**src/rtl/bwes_ram.sv**
```systemverilog
module bwes_ram #(
    parameter int WIDTH = 8,
    parameter int DEPTH = 2
) (
    input  logic                     i_clk,
    input  logic                     i_we,
    input  logic [$clog2(DEPTH)-1:0] i_waddr,
    input  logic [WIDTH-1:0]         i_wdata,
    input  logic [$clog2(DEPTH)-1:0] i_raddr,
    output logic [WIDTH-1:0]         o_rdata
);

    logic [WIDTH-1:0] r_mem [DEPTH];
    logic [WIDTH-1:0] r_rdata;

    always_ff @(posedge i_clk) begin
        if (i_we) begin
            r_mem[i_waddr] <= i_wdata;
        end
        r_rdata <= r_mem[i_raddr];
    end

    assign o_rdata = r_rdata;

endmodule

```
**config.mk**
```make
export PLATFORM = sky130hd
export DESIGN_NAME = bwes_ram
export DESIGN_NICKNAME = d
export VERILOG_FILES = /design/src/rtl/bwes_ram.sv
export SDC_FILE = /design/constraint.sdc
export NUM_CORES = 1
export LEC_CHECK = 0
export BUFFER_PORTS_ARGS = -buffer_cell sky130_fd_sc_hd__buf_2
export CAP_MARGIN = 20
export CORE_AREA = 2 2 41 43
export CTS_BUF_LIST = sky130_fd_sc_hd__clkbuf_4 sky130_fd_sc_hd__clkbuf_8
export CTS_CLUSTER_SIZE = 14
export DETAILED_ROUTE_END_ITERATION = 8
export DIE_AREA = 0 0 43 45
export PLACE_DENSITY = 0.89
export SLEW_MARGIN = 20
export SYNTH_ARGS = -nofsm -noshare
export SYNTH_HDL_FRONTEND = slang
export SYNTH_SLANG_ARGS = --single-unit
```
**constraint.sdc**
```tcl
create_clock -name i_clk -period 1.8 [get_ports i_clk]
set_clock_uncertainty 0.1 [all_clocks]
set_input_delay 0.18 -clock i_clk [delete_from_list [all_inputs] [get_ports i_clk]]
set_output_delay 0.18 -clock i_clk [all_outputs]
set_load 0.01 [all_outputs]
```
==> flow_summary.ini <==
[yosys]
avgSynthCellArea_sq_um = 22.4
ys_async_sr_fraction_pct = 0
yosys.area.top_type = edfxtp_1
synth_top_area_share_pct = 61.2
netlist_top_cells_count = edfxtp_1 (16), dfxtp_1 (8), mux2_4 (8)
synth.most_common_cell = edfxtp_1
yosys-top-cells-area = edfxtp_1 (61%), dfxtp_1 (20%), mux2_4 (15%)
synthFlopType = edfxtp_1
synth_cell_types = 6
ys_warn_count = 0
synth_edf_count = 16
ys_ff_latch = 24
postSynthCellCount = 35
synth.net_count = 47
syn_area_sq_um = 785
yosysSeqAreaShare_pct = 81.7

[global_route]
antenna_found_initial = 0
grt_pass1_vias = 386
overflow = 0
grt_pass1_wl_microns = 1770
grt_use_total_pct = 13.8
grt_max_degree = 14

[sta]
final-setup-viol-count = 0
drv_slew = 0
maxSlewHeadroom_pct = 56.7
tightest_slew_ns = 0.649
grt_setup_unrepaired = no
fin_setup_tns_ns = 0
min_period_ns = 1.04
finalHoldViolations = 0
fmax_ghz = 0.965
fin_crit_sh_pct = 57.6

[clock_tree]
h-tree-depth = 1
cts_buffers = 3
cts_max_path_buffers = 2
worstSkewPairLatency_ns = 0.31
cts_tree = built
cts_root_buffer = clkbuf_4
cts.sinks = 24
cts_resized = 0
clk_pin_slew_ns = 0.12
postCtsSetupBuffers = 0

[worst_setup_path]
cp_top_family = flip-flops
crit_path_max_incr_delay_ns = 0.33
path_max_fanout = 1
critPathLaunchType = flop
worstPathArrival_ns = 0.76
crit_chain = buf_2
path_buf_inv = 1
path_class = reg2out
critPathSlowestCell = dfxtp_1
required_ns = 1.52
worst_setup_path_end_kind = output port

[floorplan]
row_count = 14
die_height_microns = 45
dieArea_sq_um = 1940
core_sq_um = 1470
ios = 20
initial_core_util_pct = 53.3
die_w_microns = 43

[pwr]
p_total_mw = 0.980
ir_drop_v = 0.000748
p_leak_nw = 0.415
powerDensity_nw_per_um2 = 981

[cells_and_area]
regArea_sq_um = 641
area_delta_synth_final_pct = 27.3
drive_above_1_share_pct = 47.7
diodes = 0
nets = 78
fill_cells = 108
multi_input_area_sq_um = 133

[detailed_routing]
vias = 394
vias_per_cell = 4.86
drc_errors = 0
wl_microns = 1080
wl_per_cell_microns = 13.3
drt_iter0_drc = 4
first_pass_iters = 3
drtAntennaViolNets = 0

[place]
portBuffers = 19
gp_congestion = 0.624

[job]
drv_cap = 0

[outcome]
status = completed

[min_path]
holdCritPathClass = in2reg
[sequential cells by signal, indices dropped and copies added, names as in the netlist]
register  flops
o_rdata       8
r_mem        16
[through the flow]
step / hold WS (ns) / worst slack, ns / instance area [sq um] / std cells / util (%)
global route: 0.175 / 0.713 / 998 / 81 / 67.9
finish: 0.183 / 0.764 / 998 / 81 / 67.9
detailed placement: 0.271 / 0.539 / 888 / 69 / 60.4
global placement: 0.269 / 0.579 / 888 / 69 / 60.4
CTS: 0.168 / 0.750 / 998 / 81 / 67.9
floorplan: 0.179 / 0.727 / 785 / 35 / -
[layout by cell type (no fill, tap or decap)]
master	instances
and2_1	1
buf_2	19
clkbuf_4	4
dfxtp_1	8
dlygate4sd3_1	8
edfxtp_1	16
mux2_4	8
nor2b_1	1
[metal layers]
metal | global-route usage (%) | part of all wire [%] | wire, microns | up-vias
li1 | - | - | - | 192
met4 | 10.9 | 3.4 | 37 | 0
met5 | 0 | 0 | 0 | -
met3 | 3.60 | 7.0 | 76 | 5
met2 | 22.1 | 49 | 533 | 19
met1 | 15.8 | 40 | 433 | 178
[layout make-up]
| type | count | share of cell area (%) |
|---|---|---|
| clock buffers | 4 | 3.01 |
| repair buffers | 27 | 17.5 |
| multi-input cells | 10 | 13.3 |
| well taps | 16 | 2.01 |
| flip-flops and latches | 24 | 64.2 |
[where the power goes]
group | total (mW) | switching, mW | internal (mW)
Combinational | 0.0920 | 0.0366 | 0.0554
Sequential | 0.641 | 0.0101 | 0.631
Clock | 0.247 | 0.145 | 0.102
[kinds of logic after synthesis]
| group | count (synthesis) | share of synthesized area [%] |
|---|---|---|
| DFF | 24 | 81.7 |
| muxes | 8 | 15.3 |
| buffers and inverters | 1 | 1.44 |
| and+or+nand+nor | 2 | 1.60 |
[repair_timing]
action,4_1_cts,5_1_grt
hold buffers,8,0
hold endpoints to repair,16,0
setup endpoints to repair,0,0
[worst paths after layout]
path / startpoint / end / slack (ns) / cells after the start
min reg2reg: r_mem[1][2]$_DFFE_PP_ / o_rdata[2]$_DFF_P_ / 0.38 / 1
min: i_raddr / o_rdata[7]$_DFF_P_ / 0.18 / 2
max reg2reg: r_mem[1][5]$_DFFE_PP_ / o_rdata[5]$_DFF_P_ / 0.93 / 1
max: o_rdata[7]$_DFF_P_ / o_rdata[7] / 0.76 / 1
Power figures use the tool's default switching activity.
